## config.mk

```make
export PLATFORM = sky130hd
export DESIGN_NAME = one_bit_rc_audio_encoder
export DESIGN_NICKNAME = d
export VERILOG_FILES = /design/src/rtl/orbe_pkg.sv /design/src/rtl/orbe_div.sv /design/src/rtl/orbe_pack.sv /design/src/rtl/one_bit_rc_audio_encoder.sv
export SDC_FILE = /design/constraint.sdc
export NUM_CORES = 1
export LEC_CHECK = 0
export ABC_AREA = 1
export BUFFER_PORTS_ARGS = -buffer_cell sky130_fd_sc_hd__buf_4
export CORE_MARGIN = 2
export CORE_UTILIZATION = 45
export DETAILED_ROUTE_END_ITERATION = 6
export GPL_ROUTABILITY_DRIVEN = 0
export SYNTH_ARGS = -nofsm -noshare
export SYNTH_HDL_FRONTEND = slang
export SYNTH_SLANG_ARGS = --single-unit
```

## constraint.sdc

```tcl
create_clock -name clk -period 3.7 [get_ports clk]
set_input_delay 0.185 -clock clk [delete_from_list [all_inputs] [get_ports clk]]
set_output_delay 0.185 -clock clk [all_outputs]
set_load 0.01 [all_outputs]
```

## src/rtl/orbe_pkg.sv

```systemverilog
// Shared types and constants for the one-bit RC audio encoder.
package orbe_pkg;

	localparam int SAMPLE_W = 8;
	localparam int LEVEL_W  = 9;
	localparam int SOFT_W   = 8;
	localparam int COUNT_W  = 4;
	localparam int POS_W    = 3;
	localparam int CFG_IDX_W = 1;
	localparam int CFG_DATA_W = 8;

	localparam logic [LEVEL_W-1:0] LEVEL_RESET = 9'd128;
	localparam logic [LEVEL_W-1:0] LEVEL_FULL  = 9'd256;
	localparam logic [LEVEL_W-1:0] TARGET_BIAS = 9'd64;
	localparam logic [SOFT_W-1:0]  SOFT_RESET  = 8'd4;

	localparam logic [CFG_IDX_W-1:0] CFG_SOFTNESS  = 1'b0;
	localparam logic [CFG_IDX_W-1:0] CFG_MSB_FIRST = 1'b1;

	typedef enum logic [1:0] {
		ST_IDLE,
		ST_DIV_HI,
		ST_DIV_LO,
		ST_DECIDE
	} state_t;

	// One encoded bit handed to the packer.
	typedef struct packed {
		logic push;
		logic enc_bit;
		logic last;
		logic msb_first;
	} pack_req_t;

endpackage

```

## src/rtl/orbe_div.sv

```systemverilog
// Restoring divider, one quotient bit per cycle, shared by both level steps.
module orbe_div (
	input  logic                          clk,
	input  logic                          arst_n,
	input  logic                          start,
	input  logic [orbe_pkg::LEVEL_W-1:0]  num,
	input  logic [orbe_pkg::SOFT_W-1:0]   den,
	output logic                          done,
	output logic [orbe_pkg::LEVEL_W-1:0]  quot
);
	import orbe_pkg::*;

	logic [SOFT_W-1:0]  rem_q;
	logic [LEVEL_W-1:0] quo_q;
	logic [SOFT_W-1:0]  den_q;
	logic [COUNT_W-1:0] cnt_q;
	logic               busy_q;
	logic               done_q;

	logic [SOFT_W:0]    trial;
	logic [SOFT_W+1:0]  diff;
	logic               fits;

	assign trial = {rem_q, quo_q[LEVEL_W-1]};
	assign diff  = {1'b0, trial} - {2'b00, den_q};
	assign fits  = ~diff[SOFT_W+1];

	always_ff @(posedge clk or negedge arst_n) begin
		if (!arst_n) begin
			busy_q <= 1'b0;
			done_q <= 1'b0;
			cnt_q  <= '0;
		end else begin
			done_q <= 1'b0;
			if (start) begin
				busy_q <= 1'b1;
				cnt_q  <= '0;
			end else if (busy_q) begin
				cnt_q <= cnt_q + 1'b1;
				if (cnt_q == COUNT_W'(LEVEL_W - 1)) begin
					busy_q <= 1'b0;
					done_q <= 1'b1;
				end
			end
		end
	end

	always_ff @(posedge clk) begin
		if (start) begin
			rem_q <= '0;
			quo_q <= num;
			den_q <= den;
		end else if (busy_q) begin
			// shift the numerator out, the quotient bit in
			rem_q <= fits ? diff[SOFT_W-1:0] : trial[SOFT_W-1:0];
			quo_q <= {quo_q[LEVEL_W-2:0], fits};
		end
	end

	assign done = done_q;
	assign quot = quo_q;

endmodule

```

## src/rtl/orbe_pack.sv

```systemverilog
// Bit packer and output register for the encoded byte stream.
module orbe_pack (
	input  logic                         clk,
	input  logic                         arst_n,
	input  orbe_pkg::pack_req_t          req,
	output logic                         ready,
	output logic                         out_valid,
	input  logic                         out_ready,
	output logic [7:0]                   packed_byte,
	output logic [3:0]                   bits_valid,
	output logic                         stream_end
);
	import orbe_pkg::*;

	logic [7:0]       partial_q;
	logic [POS_W-1:0] pos_q;
	logic             out_valid_q;
	logic [7:0]       byte_q;
	logic [3:0]       count_q;
	logic             end_q;

	logic [POS_W-1:0] slot;
	logic [7:0]       merged;
	logic             emit;
	logic             take;

	assign ready  = ~out_valid_q | out_ready;
	assign take   = req.push & ready;
	assign slot   = req.msb_first ? (3'd7 - pos_q) : pos_q;
	assign merged = partial_q | (8'(req.enc_bit) << slot);
	assign emit   = (pos_q == 3'd7) | req.last;

	always_ff @(posedge clk or negedge arst_n) begin
		if (!arst_n) begin
			partial_q   <= '0;
			pos_q       <= '0;
			out_valid_q <= 1'b0;
		end else begin
			if (out_ready) begin
				out_valid_q <= 1'b0;
			end
			if (take) begin
				if (emit) begin
					partial_q   <= '0;
					pos_q       <= '0;
					out_valid_q <= 1'b1;
				end else begin
					partial_q <= merged;
					pos_q     <= pos_q + 1'b1;
				end
			end
		end
	end

	always_ff @(posedge clk) begin
		if (take && emit) begin
			byte_q  <= merged;
			count_q <= {1'b0, pos_q} + 4'd1;
			end_q   <= req.last;
		end
	end

	assign out_valid   = out_valid_q;
	assign packed_byte = byte_q;
	assign bits_valid  = count_q;
	assign stream_end  = end_q;

endmodule

```

## src/rtl/one_bit_rc_audio_encoder.sv

```systemverilog
// Top level: sequencer and filter level of the one-bit RC audio encoder.
//
//  port group   direction  handshake            payload
//  cfg          in         cfg_we               cfg_index, cfg_data
//  in           in         in_valid/in_ready    sample, sample_last
//  out          out        out_valid/out_ready  packed_byte, bits_valid, stream_end
//
// Each sample is accepted, then makes two passes through the shared divider (charge step,
// then discharge step), and then its bit is decided.
// The decide cycle waits while the output register holds a byte not yet taken.
// Reset restores softness 4, LSB-first packing and a filter level of 128.
// in_ready is high only in the idle state.
module one_bit_rc_audio_encoder (
	input  logic                              clk,
	input  logic                              arst_n,
	input  logic                              cfg_we,
	input  logic [orbe_pkg::CFG_IDX_W-1:0]    cfg_index,
	input  logic [orbe_pkg::CFG_DATA_W-1:0]   cfg_data,
	input  logic                              in_valid,
	output logic                              in_ready,
	input  logic [7:0]                        sample,
	input  logic                              sample_last,
	output logic                              out_valid,
	input  logic                              out_ready,
	output logic [7:0]                        packed_byte,
	output logic [3:0]                        bits_valid,
	output logic                              stream_end
);
	import orbe_pkg::*;

	state_t             state_q, state_d;
	logic [SOFT_W-1:0]  softness_q;
	logic               msb_first_q;
	logic [LEVEL_W-1:0] level_q;
	logic [SAMPLE_W-1:0] sample_q;
	logic               last_q;
	logic [LEVEL_W-1:0] hi_q;
	logic [LEVEL_W-1:0] lo_q;

	logic               div_start;
	logic [LEVEL_W-1:0] div_num;
	logic [SOFT_W-1:0]  div_den;
	logic               div_done;
	logic [LEVEL_W-1:0] div_quot;

	logic               accept;
	logic               pack_ready;
	pack_req_t          req;

	logic [LEVEL_W-1:0] target;
	logic [LEVEL_W-1:0] dist_hi;
	logic [LEVEL_W-1:0] dist_lo;
	logic               enc_bit;

	assign accept  = in_valid & in_ready;
	assign div_den = (softness_q == '0) ? SOFT_W'(1) : softness_q;

	assign target  = LEVEL_W'(sample_q[SAMPLE_W-1:1]) + TARGET_BIAS;
	assign dist_hi = (hi_q > target) ? (hi_q - target) : (target - hi_q);
	assign dist_lo = (lo_q > target) ? (lo_q - target) : (target - lo_q);
	// a tie goes high
	assign enc_bit = dist_hi <= dist_lo;

	always_ff @(posedge clk or negedge arst_n) begin
		if (!arst_n) begin
			softness_q  <= SOFT_RESET;
			msb_first_q <= 1'b0;
		end else if (cfg_we) begin
			unique case (cfg_index)
				CFG_SOFTNESS:  softness_q  <= cfg_data[SOFT_W-1:0];
				CFG_MSB_FIRST: msb_first_q <= cfg_data[0];
				default: ;
			endcase
		end
	end

	always_comb begin
		state_d = state_q;
		unique case (state_q)
			ST_IDLE:   if (in_valid) state_d = ST_DIV_HI;
			ST_DIV_HI: if (div_done) state_d = ST_DIV_LO;
			ST_DIV_LO: if (div_done) state_d = ST_DECIDE;
			ST_DECIDE: if (pack_ready) state_d = ST_IDLE;
			default:   state_d = ST_IDLE;
		endcase
	end

	always_comb begin
		in_ready      = 1'b0;
		div_start     = 1'b0;
		div_num       = LEVEL_FULL - level_q;
		req.push      = 1'b0;
		req.enc_bit   = enc_bit;
		req.last      = last_q;
		req.msb_first = msb_first_q;
		unique case (state_q)
			ST_IDLE: begin
				in_ready  = 1'b1;
				div_start = in_valid;
			end
			ST_DIV_HI: begin
				// launch the discharge step as soon as the charge step lands
				div_start = div_done;
				div_num   = level_q;
			end
			ST_DIV_LO: ;
			ST_DECIDE: req.push = 1'b1;
			default: ;
		endcase
	end

	always_ff @(posedge clk or negedge arst_n) begin
		if (!arst_n) begin
			state_q <= ST_IDLE;
			level_q <= LEVEL_RESET;
		end else begin
			state_q <= state_d;
			if (state_q == ST_DECIDE && pack_ready) begin
				if (last_q) begin
					level_q <= LEVEL_RESET;
				end else begin
					level_q <= enc_bit ? hi_q : lo_q;
				end
			end
		end
	end

	always_ff @(posedge clk) begin
		if (accept) begin
			sample_q <= sample;
			last_q   <= sample_last;
		end
		if (state_q == ST_DIV_HI && div_done) begin
			hi_q <= level_q + div_quot;
		end
		if (state_q == ST_DIV_LO && div_done) begin
			lo_q <= level_q - div_quot;
		end
	end

	orbe_div u_div (
		.clk    (clk),
		.arst_n (arst_n),
		.start  (div_start),
		.num    (div_num),
		.den    (div_den),
		.done   (div_done),
		.quot   (div_quot)
	);

	orbe_pack u_pack (
		.clk         (clk),
		.arst_n      (arst_n),
		.req         (req),
		.ready       (pack_ready),
		.out_valid   (out_valid),
		.out_ready   (out_ready),
		.packed_byte (packed_byte),
		.bits_valid  (bits_valid),
		.stream_end  (stream_end)
	);

endmodule

```

# Yosys cells after proc, flatten, opt, wreduce, memory -nomap -nowiden
# Cells that the tools add are included.
# classes
add_sub_neg,13
magnitude_cmp,3
eq_ne,9
shift,1
muxes,30
bitwise_logic,8
reduce_logical,10
# ops
operator,n
two-way mux 9 bit,7
greater-than comparator 9 x 8 -> 1 bit,2
subtractor 8 x 9 -> 9 bit,2
subtractor 9 x 8 -> 9 bit,2
two-way mux 8 bit,2
two-way mux 1 bit,11
subtractor 9 x 8 -> 10 bit,1
adder 9 bit,1
<= comparator 9 bit,1
subtractor 9 bit,1
"subtractor 9 bit, first input constant",1
"adder 7 x 7 -> 8 bit, second input constant",1
zero test 8 bit,1
two-way mux 2 bit,4
two-way mux 4 bit,2
bitwise OR 8 bit,1
one-hot mux 2 bit (4 select lines),1
<< shifter 1 x 3 -> 8 bit,1
two-way mux 3 bit,2
"adder 3 x 1 -> 4 bit, second input constant",1
"adder 4 x 1 -> 4 bit, second input constant",1
"equality test 2 bit, second input constant",2
"equality test 4 bit, second input constant",1
logical AND 1 bit,4
other kinds (14),21
# word_totals
regBits,103
output_inout_bits,15
elab_cells,94

# Longest topological paths before layout
# logic_depth
word_depth,7
depth_mapped,25
ltp_nobuf,24

# Cells and area by module
# Synthesis repeated with hierarchy kept, for this count alone.
# unflattened
cells_unflattened,933
area_unflattened_um2,7484.7
# by_module_without_submodules
mod,n_inst,cells_per_inst,area_each_um2,seq_area_each_um2
one_bit_rc_audio_encoder,1,619,4636.9,1283.7
orbe_div,1,208,1729.2,820.8
orbe_pack,1,106,1118.6,690.7

# Worst setup path before layout
# No wires, ideal clock.
# synth_timing
path_type,register -> register
startpoint,reg sample_q[1]
endpoint,"reg u_pack.byte_q[0], in the netlist u_pack.packed_byte[0], data pin"
arrival_time_ps,2771
required_time_ps,3444
setup_slack_ps,673
path_stages_with_launch,21
period_less_slack_ps,3027
cell_sequence,edfxtp_1 > inv_1 > ha_1 > inv_1 > fa_1 > nand3_1 > nand3_1 > a21oi_1 > xor2_1 > nand2_1 > nand2_1 > inv_1 > ha_1 > nand2_1 > nor2_4 > nand3_2 > nand3_4 > nand2_4 > buf_6 > nand4_1 > nand2_1
# synth_between
elab_chain_len,6
# synth_rtl
item,line_no,rtl
from (decl),one_bit_rc_audio_encoder.sv:35,logic [SAMPLE_W-1:0] sample_q;
from (signal assigned),one_bit_rc_audio_encoder.sv:130,sample_q <= sample;
adder 7 x 7 -> 8 bit *,one_bit_rc_audio_encoder.sv:58,assign target = LEVEL_W'(sample_q[SAMPLE_W-1:1]) + TARGET_BIAS;
"subtractor 8 x 9 -> 9 bit, or another cell as far along",one_bit_rc_audio_encoder.sv:59,assign dist_hi = (hi_q > target) ? (hi_q - target) : (target - hi_q);
"two-way mux 9 bit, on equally long branches","one_bit_rc_audio_encoder.sv:59, one_bit_rc_audio_encoder.sv:60",
<= comparator 9 bit *,one_bit_rc_audio_encoder.sv:62,assign enc_bit = dist_hi <= dist_lo;
<< shifter 1 x 3 -> 8 bit *,orbe_pack.sv:30,assign merged = partial_q | (8'(req.enc_bit) << slot);
bitwise OR 8 bit *,orbe_pack.sv:30,
named net u_pack.merged[0],orbe_pack.sv:23,logic [7:0] merged;
to (signal assigned),orbe_pack.sv:57,byte_q <= merged;
to (decl),orbe_pack.sv:18,logic [7:0] byte_q;
# The timed path passes the listed nets; every way through them passes the cells marked *.
# A chain may end at the register's enable or synchronous reset.

# Worst setup path in the final report
# layout_timing
startpoint,reg sample_q[3]
endpoint,reg u_pack.partial_q[1]
# layout_between
elab_chain_len,7
# layout_rtl
item,line_no,rtl
adder 7 x 7 -> 8 bit *,one_bit_rc_audio_encoder.sv:58,
"subtractor 8 x 9 -> 9 bit, or another cell as far along",one_bit_rc_audio_encoder.sv:59,
"two-way mux 9 bit, on equally long branches","one_bit_rc_audio_encoder.sv:59, one_bit_rc_audio_encoder.sv:60",
<= comparator 9 bit *,one_bit_rc_audio_encoder.sv:62,
<< shifter 1 x 3 -> 8 bit *,orbe_pack.sv:30,
bitwise OR 8 bit *,orbe_pack.sv:30,
two-way mux 8 bit *,orbe_pack.sv:43,if (emit) begin
to (signal assigned),orbe_pack.sv:48,partial_q <= merged;
to (decl),orbe_pack.sv:15,logic [7:0] partial_q;
# Mark *: on every way between the ends. The rest lies on a longest branch, timed or not.

==> results_dict.tcl <==
set metrics [dict create \
    status "complete, no violations" \
    endpoint_kind "flip-flop" \
    dieWidth_um 131 \
    slowest_delay_ns 0.45 \
    numCtsBuffers 9 \
    arrival_ns 3.66 \
    path_max_fanout 17 \
    nets 998 \
    synth_edf_count 56 \
    cts.path.max_buffers 2 \
    dr.pass1.iters 5 \
    synthesis.area_sq_um 7270 \
    syn-num-nets 964 \
    dp_hpwl_um 11900 \
    synthCells 860 \
    path_class "flip-flop to flip-flop" \
    place_area_sq_um 7730 \
    design_area_sq_um 8050 \
    synth-seq-cells 102 \
    cts_root_buf "clkbuf_16" \
    initial_utilization_pct 45.9 \
    clk_pin_slew_ns 0.07 \
    vias_per_cell 4.87 \
    fin_crit_ns 3.40 \
    hold_viol 0 \
    wl_per_cell_um 13.4 \
    rsz0062_at_grt "no" \
    num_antenna_cells 0 \
    drc 0 \
    grt_pass1_vias 5335 \
    setup_tns_ns 0 \
    ctsResizeCount 0 \
    dieArea_sq_um 17200 \
    drive_above_1_share_pct 11.2 \
    synth_cell_type_count 48 \
    vias 5433 \
    crit_required_ns 3.97 \
    cts.sinks 102 \
    pwr_density_cell_nw_per_um2 748 \
    syn_area_per_cell_sq_um 8.46 \
    core_sq_um 15800 \
    finalCritPeriodShare_pct 91.8 \
    cts_max_level 3 \
    die_h_um 131 \
    syn2layout_area_growth_pct 10.7 \
    drt_iter0_drc 223 \
    yosysSeqAreaShare_pct 38.4 \
    grt_pass1_wl_um 25100 \
    cts_tree "done" \
    yosys.area.top_type "edfxtp_1" \
    setup_viol 0 \
    synthArstFlopShare_pct 37.3 \
    ant_nets 0 \
    worstSetupStartpointType "flip-flop" \
    cap_violations 0 \
    max_slew_margin_pct 64.0 \
    portBuffers 36 \
    finalClockSkew_ns 0.0102 \
    grt_max_degree 39 \
    dpl_worst_slack_ns 0.329 \
    rows 46 \
    yosysTopAreaCellShare_pct 23.1 \
    antenna_found_initial 0 \
    timing.final.ws_setup_ns 0.304 \
    max_freq_mhz 294 \
    post-route-util_pct 50.9 \
    worstMarginPinSlew_ns 0.540 \
    vdd_drop_max_mv 0.359 \
    grt_use_total_pct 17.8 \
    ys_warn_count 0 \
    ios 38 \
    cp_common_cell "nand2_1" \
    drt_wl_total_um 15000 \
    min-delay-path-class "primary input to flip-flop" \
    worstSkewPairLatency_ns 0.34 \
    ys.flop_type "edfxtp_1" \
    finalPower_uw 6020 \
    grt_overflow 0 \
    crit_path_top_delay_cell "ha_1" \
    synth.area.top_cells "edfxtp_1 23%, ha_1 13%, dfrtp_1 12%" \
    p_leak_uw 0.00399 \
    critical_path.cell_chain "inv_1 > ha_1 > nand2_1 > o21ai_0 > nand2_1 > nand2_1 > nand2_1 > a21oi_1 > nor2_1 > ha_1 > nand2_2 > nor2_4 > nand4_4 > nand2_4 > nand4_1 > a21oi_1" \
    drv_slew 0 \
]
[where the power goes]
part	total, uW	internal, uW	leakage [uW]	switching [uW]
clock	903	470	0.000137	433
sequential	1960	1690	0.00107	271
combinational	3160	1210	0.00278	1950
total	6020	3360	0.00399	2660
[flip-flops by register name (all words and copies together), names as in the netlist]
name,flops
u_div.done,1
u_pack.stream_end,1
u_div.den_q,8
state_q,2
u_div.cnt_q,4
hi_q,9
u_div.quot,9
lo_q,9
u_pack.out_valid,1
sample_q,7
u_pack.packed_byte,8
softness_q,8
u_div.rem_q,8
u_pack.partial_q,8
u_div.busy_q,1
last_q,1
level_q,9
msb_first_q,1
u_pack.pos_q,3
u_pack.bits_valid,4
[per-stage QoR]
stage	cells	hold WS, ns
6_report	1115	0.0214
5_1_grt	1115	0.0112
4_1_cts	1114	0.00253
3_5_place_dp	1095	0.210
3_3_place_gp	1095	0.213
2_1_floorplan	860	-0.111
[synthesized netlist by cell type (3+ instances only)]
cell and n:
a31oi_1 5, ha_1 74, mux2_2 7, inv_1 151, nand2_1 170, a21oi_1 60, xnor2_1 10, nand3b_1 4
nand3_1 37, buf_6 3, xor2_1 35, o21bai_1 4, o21ai_2 9, dfxtp_1 8, o21ai_0 53, dfrtp_1 36
inv_2 4, a21o_1 7, nor2_1 34, buf_2 3, fa_1 7, o21ai_1 12, nand4_1 14, buf_4 4
nor3_1 7, nand3_2 3, clkbuf_1 12, edfxtp_1 56, nand2_2 5
[cell families (layout without fill, tap and decap cells)]
logic type / count (synthesis) / after routing / synth area share (%)
XOR/XNOR: 45 / 45 / 5.42
buffers and inverters: 177 / 216 / 9.70
AND/OR/NAND/NOR: 289 / 289 / 18.3
adder cells (fa/ha/maj): 81 / 81 / 14.7
flip-flops: 102 / 102 / 38.4
AO/OA/AOI/OAI: 159 / 159 / 12.4
multiplexers: 7 / 7 / 1.08
[critical path: cells and delay by family (launching register included)]
kind / cells / cell delay, ns
buf+inv: 1 / 0.10
compound gates: 3 / 0.71
fa+ha+maj: 2 / 0.73
simple gates: 10 / 1.35
flops: 1 / 0.41
[layout by cell type, fill, tap and decap left out, types with 34 or more instances in the layout]
master	n
nand2_1	170
nor2_1	34
a21oi_1	60
o21ai_0	53
nand3_1	37
dfrtp_1	36
inv_1	151
xor2_1	35
buf_4	41
edfxtp_1	56
ha_1	74
[cell type report]
cell class	instances	area, sq um
fill	1548	7780
sequential	102	2800
tap	216	270
clock buffer	10	229
timing repair buffer	45	348
clock inverter	6	56.3
multi-input combinational	581	3770
inverter	155	582
[routing by layer]
| metal | up-vias | track usage, % | part of all wire, % | wire length, um |
|---|---|---|---|---|
| met2 | 69 | 29.4 | 47 | 7010 |
| met3 | 22 | 2.16 | 2.8 | 418 |
| met5 | - | 0 | 0 | 0 |
| li1 | 2872 | - | - | - |
| met1 | 2470 | 24.0 | 49 | 7290 |
| met4 | 0 | 6.94 | 1.6 | 240 |
[timing repair]
| item | in CTS | in global routing |
|---|---|---|
| hold buffers | 3 | 1 |
| setup buffers | 0 | 0 |
| endpoints found under the hold margin | 38 | 1 |
[worst paths after layout]
path / from / endpoint / slack, ns / cells after the start
worst max-delay path: sample_q[3]$_DFFE_PP_ / u_pack.partial_q[1]$_DFFE_PN0P_ / 0.30 / 16
worst min-delay path: sample[1] / sample_q[1]$_DFFE_PP_ / 0.02 / 1
worst max register to register: sample_q[3]$_DFFE_PP_ / u_pack.partial_q[1]$_DFFE_PN0P_ / 0.30 / 16
worst min register to register: u_div.cnt_q[3]$_DFFE_PN0P_ / u_div.cnt_q[3]$_DFFE_PN0P_ / 0.47 / 1
max in group asynchronous: arst_n / level_q[7]$_DFFE_PN1P_ / 2.94 / 2
min in group asynchronous: arst_n / level_q[0]$_DFFE_PN0P_ / 0.37 / 2
Note: power is estimated with default switching activity, not from simulation.
